--- src/rtl/gfpm_pkg.sv ---
// ----------------------------------------------------------------------------
// gfpm_pkg
// Shared types, constants and mod-p helpers for the GF(p^m) arithmetic unit.
// ----------------------------------------------------------------------------
package gfpm_pkg;

  // Fixed widths of the external fields
  localparam int WORD_W    = 32;
  localparam int CFG_IDX_W = 2;
  localparam int OP_W      = 2;

  // Default parameter values
  localparam int DEF_MAX_DEGREE = 8;
  localparam int DEF_COEF_BITS  = 4;

  // A reduced coefficient is below p <= 15
  localparam int LANE_W    = 4;
  // Unreduced lane sum: shifted lane + two products
  localparam int SUM_W     = 2 * LANE_W + 1;
  localparam int MOD_W     = SUM_W + LANE_W;
  // Compare-subtract steps: covers any value below 256 * p
  localparam int MOD_STEPS = 8;
  // Width able to hold a degree up to 16
  localparam int DEG_W     = 5;

  typedef logic [LANE_W-1:0] lane_t;

  // Register reset values
  localparam logic [3:0]        CHAR_P_RST       = 4'd2;
  localparam logic [3:0]        FIELD_DEGREE_RST = 4'd8;
  localparam logic [WORD_W-1:0] MODULUS_LOW_RST  = 32'd69659;
  localparam lane_t             MIN_CHAR_P       = 4'd2;

  typedef enum logic [OP_W-1:0] {
    OP_ADD = 2'd0,
    OP_SUB = 2'd1,
    OP_MUL = 2'd2
  } op_e;

  typedef enum logic [CFG_IDX_W-1:0] {
    REG_CHAR_P       = 2'd0,
    REG_FIELD_DEGREE = 2'd1,
    REG_MODULUS_LOW  = 2'd2
  } reg_idx_e;

  // Control travelling with a word down the chain
  typedef struct packed {
    logic valid;
    logic is_mul;
  } cell_ctl_t;

  // Reduce a narrow value mod p by restoring compare-subtract
  function automatic lane_t mod_p(input logic [SUM_W-1:0] x, input lane_t p);
    logic [MOD_W-1:0] r;
    logic [MOD_W-1:0] d;
    r = MOD_W'(x);
    d = '0;
    for (int k = MOD_STEPS - 1; k >= 0; k--) begin
      d = MOD_W'(p) << k;
      if (r >= d) begin
        r = r - d;
      end
    end
    return r[LANE_W-1:0];
  endfunction

  // Negate a reduced value mod p
  function automatic lane_t neg_p(input lane_t r, input lane_t p);
    lane_t n;
    n = (r == '0) ? '0 : lane_t'(p - r);
    return n;
  endfunction

  // Add two reduced values mod p
  function automatic lane_t add_p(input lane_t x, input lane_t y, input lane_t p);
    logic [LANE_W:0] s;
    s = {1'b0, x} + {1'b0, y};
    if (s >= {1'b0, p}) begin
      s = s - {1'b0, p};
    end
    return s[LANE_W-1:0];
  endfunction

endpackage

--- src/rtl/gfpm_cell.sv ---
// ----------------------------------------------------------------------------
// gfpm_cell
// One Horner step of the product: acc <- acc * x mod f + a * b[B_IDX].
// Two register stages: products and lane sums, then mod-p reduction.
// Non-multiply words pass through unchanged.
// ----------------------------------------------------------------------------
module gfpm_cell #(
  parameter int MAX_DEGREE = gfpm_pkg::DEF_MAX_DEGREE,
  parameter int B_IDX      = 0
) (
  input  logic                               clk,
  input  logic                               rst_n,
  input  gfpm_pkg::lane_t                    p_eff,
  input  logic [MAX_DEGREE-1:0]              lane_en,
  input  logic [MAX_DEGREE-1:0]              top_sel,
  input  gfpm_pkg::lane_t [MAX_DEGREE-1:0]   neg_mod,
  input  gfpm_pkg::cell_ctl_t                ctl_in,
  input  gfpm_pkg::lane_t [MAX_DEGREE-1:0]   a_in,
  input  gfpm_pkg::lane_t [MAX_DEGREE-1:0]   b_in,
  input  gfpm_pkg::lane_t [MAX_DEGREE-1:0]   acc_in,
  output gfpm_pkg::cell_ctl_t                ctl_out_r,
  output gfpm_pkg::lane_t [MAX_DEGREE-1:0]   a_out_r,
  output gfpm_pkg::lane_t [MAX_DEGREE-1:0]   b_out_r,
  output gfpm_pkg::lane_t [MAX_DEGREE-1:0]   acc_out_r
);
  import gfpm_pkg::*;

  lane_t                        top_coef;
  lane_t [MAX_DEGREE-1:0]       shifted;
  logic  [2*LANE_W-1:0]         prod_ab [MAX_DEGREE];
  logic  [2*LANE_W-1:0]         prod_fb [MAX_DEGREE];
  logic  [SUM_W-1:0]            sum_nxt [MAX_DEGREE];

  cell_ctl_t                    ctl_a_r;
  lane_t [MAX_DEGREE-1:0]       a_a_r;
  lane_t [MAX_DEGREE-1:0]       b_a_r;
  logic  [SUM_W-1:0]            sum_a_r [MAX_DEGREE];
  lane_t [MAX_DEGREE-1:0]       acc_nxt;

  // Pick the coefficient of degree m-1
  always_comb begin
    top_coef = '0;
    for (int i = 0; i < MAX_DEGREE; i++) begin
      top_coef = top_coef | (acc_in[i] & {LANE_W{top_sel[i]}});
    end
  end

  // Shift up by one degree
  for (genvar i = 0; i < MAX_DEGREE; i++) begin : g_shift
    if (i == 0) begin : g_low
      assign shifted[i] = '0;
    end else begin : g_up
      assign shifted[i] = acc_in[i-1];
    end
  end

  // Products and unreduced lane sums
  always_comb begin
    for (int i = 0; i < MAX_DEGREE; i++) begin
      prod_ab[i] = a_in[i] * b_in[B_IDX];
      prod_fb[i] = top_coef * neg_mod[i];
      if (!ctl_in.is_mul) begin
        sum_nxt[i] = SUM_W'(acc_in[i]);
      end else if (lane_en[i]) begin
        sum_nxt[i] = SUM_W'(shifted[i]) + SUM_W'(prod_ab[i]) + SUM_W'(prod_fb[i]);
      end else begin
        sum_nxt[i] = '0;
      end
    end
  end

  // Stage A: hold sums
  always_ff @(posedge clk) begin
    if (!rst_n) begin
      ctl_a_r <= '0;
    end else begin
      ctl_a_r <= ctl_in;
    end
  end

  always_ff @(posedge clk) begin
    a_a_r   <= a_in;
    b_a_r   <= b_in;
    sum_a_r <= sum_nxt;
  end

  // Reduce each lane mod p
  always_comb begin
    for (int i = 0; i < MAX_DEGREE; i++) begin
      acc_nxt[i] = mod_p(sum_a_r[i], p_eff);
    end
  end

  // Stage B: hand the word to the next cell
  always_ff @(posedge clk) begin
    if (!rst_n) begin
      ctl_out_r <= '0;
    end else begin
      ctl_out_r <= ctl_a_r;
    end
  end

  always_ff @(posedge clk) begin
    a_out_r   <= a_a_r;
    b_out_r   <= b_a_r;
    acc_out_r <= acc_nxt;
  end

endmodule

--- config.mk ---
export PLATFORM = sky130hd
export DESIGN_NAME = gfpm_cell
export DESIGN_NICKNAME = d
export VERILOG_FILES = /design/src/rtl/gfpm_pkg.sv /design/src/rtl/gfpm_cell.sv
export SDC_FILE = /design/constraint.sdc
export NUM_CORES = 1
export LEC_CHECK = 0
export ABC_CLOCK_PERIOD_IN_PS = 18300
export BUFFER_PORTS_ARGS = -buffer_cell sky130_fd_sc_hd__clkbuf_2
export CORE_UTILIZATION = 50
export DETAILED_ROUTE_END_ITERATION = 10
export GPL_TIMING_DRIVEN = 1
export PLACE_DENSITY_LB_ADDON = 0.12
export REMOVE_ABC_BUFFERS = 1
export SYNTH_ARGS = -nofsm -noshare
export SYNTH_HDL_FRONTEND = slang
export SYNTH_SLANG_ARGS = --single-unit
--- constraint.sdc ---
create_clock -name clk -period 18.3 [get_ports clk]
set_input_delay 0.915 -clock clk [delete_from_list [all_inputs] [get_ports clk]]
set_output_delay 0.915 -clock clk [all_outputs]
set_load 0.05 [all_outputs]
# Word-level counts from Yosys, hierarchy flattened
# Cells that the tools add are included.
# op_classes
n_addsub	79
multipliers	16
order_cmp	64
mux	80
bitwise_logic	15
reduce_logical	8
# op_table
op	count
2-to-1 mux 13 bit	56
multiplier 4 x 4 -> 8 bit	16
greater-or-equal comparator 13 x 10 -> 1 bit	8
greater-or-equal comparator 13 x 4 -> 1 bit	8
greater-or-equal comparator 13 x 5 -> 1 bit	8
greater-or-equal comparator 13 x 6 -> 1 bit	8
greater-or-equal comparator 13 x 7 -> 1 bit	8
greater-or-equal comparator 13 x 8 -> 1 bit	8
greater-or-equal comparator 13 x 9 -> 1 bit	8
subtractor 13 x 10 -> 13 bit	8
subtractor 13 x 5 -> 13 bit	8
subtractor 13 x 6 -> 13 bit	8
subtractor 13 x 7 -> 13 bit	8
subtractor 13 x 8 -> 13 bit	8
subtractor 13 x 9 -> 13 bit	8
2-to-1 mux 4 bit	24
subtractor 9 x 11 -> 12 bit	8
greater-or-equal comparator 9 x 11 -> 1 bit	8
adder 4 x 8 -> 9 bit	7
adder 9 x 8 -> 9 bit	7
bitwise AND 4 bit	8
subtractor 4 bit	8
OR 4 bit	7
AND reduction 2 bit	8
adder 8 x 8 -> 9 bit	1
# totals
reg_bits	236
in_bits	152
output_inout_bits	98

# Logic depth before layout (Yosys ltp)
# depth
ltp_word	16
ltp_mapped	73
ltp_nobuf	70

# Least setup slack after synthesis
# OpenSTA, ideal clock, no wires.
# synth_timing
path_type	in2reg
startpoint	input p_eff[1]
endpoint	register acc_out_r[13] (netlist bit)
t_arrival_ns	18.392
required_ns	18.177
setup_slack_ns	-0.215
stages	68
path_cell_list	inv_1 -> ha_1 -> nor2b_1 -> o21ai_1 -> nand2b_1 -> mux2i_1 -> inv_1 -> ha_1 -> a21oi_1 -> a21boi_0 -> or3_1 -> buf_4 -> or2_2 -> nand2_1 -> o21ai_0 -> fa_1 -> nand2b_1 -> a21oi_1 -> (+32 left out) -> a21oi_1 -> fa_1 -> a21o_1 -> a21oi_1 -> nand2_1 -> a2111o_1 -> or2_1 -> buf_6 -> a21oi_1 -> ha_1 -> o21ai_0 -> nand2b_1 -> a21o_1 -> a211oi_1 -> o21ai_0 -> nor3_1 -> o2111ai_2 -> mux2_1
# synth_lines
item	line_no	text
start: declaration	gfpm_cell.sv:13	input gfpm_pkg::lane_t p_eff,
end signal: assignment	gfpm_cell.sv:106	acc_out_r <= acc_nxt;
end: declaration	gfpm_cell.sv:24	output gfpm_pkg::lane_t [MAX_DEGREE-1:0] acc_out_r

==> parameters.txt <==
Parameter                              Value

Run status
  Outcome ... completed

Synthesis
  Number of distinct library cell variants in the gate-level netlist after synthesis ... 123
  Largest area contributor in the synthesized netlist ... sky130_fd_sc_hd__ha_1
  Gate count after technology mapping ... 4,375
  Main area contributors after synthesis ... sky130_fd_sc_hd__ha_1 14%, sky130_fd_sc_hd__dfxtp_1 13%, sky130_fd_sc_hd__fa_1 13%
  Commonest register cell after synthesis ... sky130_fd_sc_hd__dfxtp_1
  Number of enable-type register cells in the synthesized netlist ... 0
  Sequential-to-total area share from yosys stat ... 0.131
  Cell Area, Synth ... 35,900 sq um
  Post-synthesis async set-or-reset flop share ... 0
  Count of warnings emitted by yosys ... 0
  Avg Synthesized Cell Area ... 8.22 sq um
  Share of Yosys cell area claimed by the top area cell type ... 0.142
  Synthesis-stage register bit count ... 236

Worst setup path
  Arrival time at the worst endpoint ... 17.58 ns
  RR Startpoint ... sum_a_r[64]
  Worst R2R End ... acc_out_r[1]
  Maximum cell stage delay along the critical path ... 0.75 ns
  Critical path class ... in2reg
  Worst reg-to-reg path cell count ... 63
  Critical Path Fanout Max ... 20
  Nature of the critical path endpoint ... flop
  Worst R2R Setup Slack ... 1.34 ns
  CP max stage cell ... sky130_fd_sc_hd__a2111oi_0
  Kind of start point of the critical path ... primary input
  Required arrival time at the worst endpoint ... 18.79 ns
  Most common cell on crit path ... sky130_fd_sc_hd__a21o_1
  Category of cells accounting for the largest share of critical-path delay ... compound AO/OA/AOI/OAI gates
  Number of buffer and inverter stages on the critical path ... 3

Route
  Drc violations ... 0
  Final routed wirelength across all metal layers ... 104 mm
  Per-cell via count in the routed design ... 5.88
  Number of routed nets with antenna violations ... 0
  Number of violations reported at the end of detailed-routing iteration 0 ... 2,190
  First-pass iteration count of the detailed router ... 6
  Total via count in the routed design ... 32.8k
  Routed wire per std cell ... 18.6 microns

Placement
  Area after detailed placement ... 38,300 sq um
  Worst setup slack before clock tree synthesis ... 0.762 ns
  DPL Wire Length ... 84.0 mm
  Final weighted congestion in routability-driven placement ... 0.942
  Port buffer count ... 249

Timing
  Final Critical Period ... 17.09 ns
  Worst Slack Setup Final ... 1.21 ns
  Final max-slew violation count ... 0
  Worst slew slack as a fraction of its limit ... 0.205
  Pin slew with the least headroom to its limit ... 1.19 ns
  Setup violation total in the final timing report ... 0
  F_max ... 58.5 MHz
  Fin Setup TNS ... 0 ns
  Part of the cycle the worst path needs ... 0.934
  Post-route clock skew ... 0.0240 ns
  Unrepaired setup endpoints after global routing ... false
  Hold Vio Cnt, Final ... 0

Final layout
  Post-layout utilization of the core ... 0.558
  Synthesis-to-finish area growth ... 9.63%
  Filler Cell Count ... 6,813
  Share of final-layout standard cells stronger than drive strength 1 ... 0.118
  Post-layout nets ... 5,409
  Fin area ... 39,400 sq um

Global routing
  First-pass GRT wire length ... 167 mm
  Total grt overflow ... 0
  Via count of the first global-routing pass ... 31.6k
  Pin count of the biggest net entering global routing ... 74
  Total routing resource utilization after global routing ... 0.280
  Initial antenna violation count ... 12

Clock network
  Num CTS Buffers ... 29
  Number of hold buffers added after cts ... 0
  Clock tree sinks ... 236
  Count of buffers added by post-CTS timing repair for setup ... 0
  CTS clock-pin slew for the worst setup and hold paths ... 0.06 ns
  Clock tree from TritonCTS ... done
  Root Driver ... sky130_fd_sc_hd__clkbuf_16
  Number of gates resized after cts ... 0
  H-tree depth ... 1
  Maximum buffer depth of the clock tree ... 3
  Clock network latency to the later pin of the worst-skew pair ... 0.62 ns

Min path
  Hold endpoint ... a_out_r[23]
  Number of cells on the worst hold path ... 0
  Worst Min Path Start ... a_a_r[23]
  Type of the most critical hold path ... reg2reg

Flow run
  Number of maximum-capacitance violations ... 0

Die
  Total Die Area ... 73,000 sq um
  Placeable Area ... 70,600 sq um
  Starting Density ... 0.509
  Count of pins on the block boundary ... 250
  Vert. Die Dim ... 270 microns
  Width of the chip ... 270 microns
  Site row count ... 97
-- area by class of cell --
class / instances / area [sq um] / area share
flip-flops and latches: 236 / 4720 / 0.120
clock inverters: 18 / 287 / 0.00727
clock buffers: 35 / 768 / 0.0195
well taps: 940 / 1180 / 0.0298
diodes: 5 / 12.5 / 0.000318
multi-input cells: 3624 / 29200 / 0.742
inverters: 431 / 1620 / 0.0412
repair buffers: 291 / 1570 / 0.0398
-- synth_stat cells, drive strengths merged (17+ instances only) --
library cell / number
a211o: 23
a211oi: 48
a21boi: 20
a21o: 186
a21oi: 230
a22oi: 27
a31oi: 29
and2: 161
and3: 17
buf: 23
clkbuf: 61
dfxtp: 236
fa: 236
ha: 408
inv: 431
mux2: 88
mux2i: 92
nand2: 351
nand2b: 67
nand3: 118
nand4: 63
nor2: 281
nor2b: 69
nor3: 99
nor3b: 17
nor4: 44
o211ai: 38
o21a: 38
o21ai: 223
o21bai: 17
o22ai: 17
o31ai: 32
or2: 36
or3: 48
or4: 24
xnor2: 117
xor2: 92
-- placed cells by master (no fill, tap or decap), types with 93 or more instances in the layout --
master,Yosys,layout
sky130_fd_sc_hd__inv_1,429,426
sky130_fd_sc_hd__clkbuf_2,0,247
sky130_fd_sc_hd__and2_1,158,158
sky130_fd_sc_hd__nor2_1,276,275
sky130_fd_sc_hd__fa_1,236,236
sky130_fd_sc_hd__xnor2_1,116,116
sky130_fd_sc_hd__nand2_1,351,351
sky130_fd_sc_hd__a21oi_1,228,227
sky130_fd_sc_hd__ha_1,408,408
sky130_fd_sc_hd__nor3_1,93,93
sky130_fd_sc_hd__nand3_1,118,118
sky130_fd_sc_hd__a21o_1,186,186
sky130_fd_sc_hd__dfxtp_1,236,236
sky130_fd_sc_hd__o21ai_0,202,202
-- state kept, by name, summed over array words and instances, names as in the netlist --
signal and count:
sum_a_r 72, a_a_r 32, a_out_r 32, acc_out_r 32
b_a_r 32, b_out_r 32, ctl_a_r 2, ctl_out_r 2
-- worst register-to-register path, delay by kind of cell, from the launching register on --
family / cells / cell delay, ns
multiplexers: 5 / 1.79
AO/OA/AOI/OAI: 32 / 8.07
buffers and inverters: 2 / 0.16
AND/OR/NAND/NOR: 17 / 4.00
flip-flops: 1 / 0.35
adder cells (fa/ha/maj): 7 / 2.49
-- logic make-up (layout without fill, tap and decap cells) --
kind of cell / after synthesis / count (layout) / share of synthesized area
xor+xnor: 210 / 210 / 0.0518
flops: 236 / 236 / 0.131
mux: 180 / 180 / 0.0535
fa+ha+maj: 644 / 644 / 0.273
simple gates: 1466 / 1466 / 0.217
buf+inv: 515 / 775 / 0.0552
compound gates: 1124 / 1124 / 0.218
other cells: 0 / 5 / 0
-- worst max path at each step --
stage	start	to	slack (ns)	cells after the start
final	p_eff[0]	acc_out_r[1]	1.21	65
after global routing	p_eff[0]	acc_out_r[1]	0.04	65
after CTS	p_eff[1]	acc_out_r[15]	1.35	66
after detailed placement	p_eff[1]	acc_out_r[15]	0.76	66
after global placement	p_eff[1]	acc_out_r[23]	0.90	61
after floorplan	p_eff[1]	acc_out_r[13]	-0.25	65
-- metrics by stage --
step,hold slack [ns],instances
floorplan,0.310,4291
global placement,0.310,5522
detailed placement,0.312,5522
CTS,0.325,5575
global route,0.328,5579
finish,0.320,5580
-- layer usage --
layer | wire length [microns] | global-route usage | vias up
met4 | 3060 | 0.0789 | 12
met1 | 46900 | 0.375 | 15549
met2 | 47200 | 0.461 | 894
met5 | 83 | 0 | -
met3 | 6680 | 0.0459 | 152
li1 | - | - | 16197
Power is not shown: default switching activity piles up to over one toggle a cycle in this logic, so the estimate is an artifact.
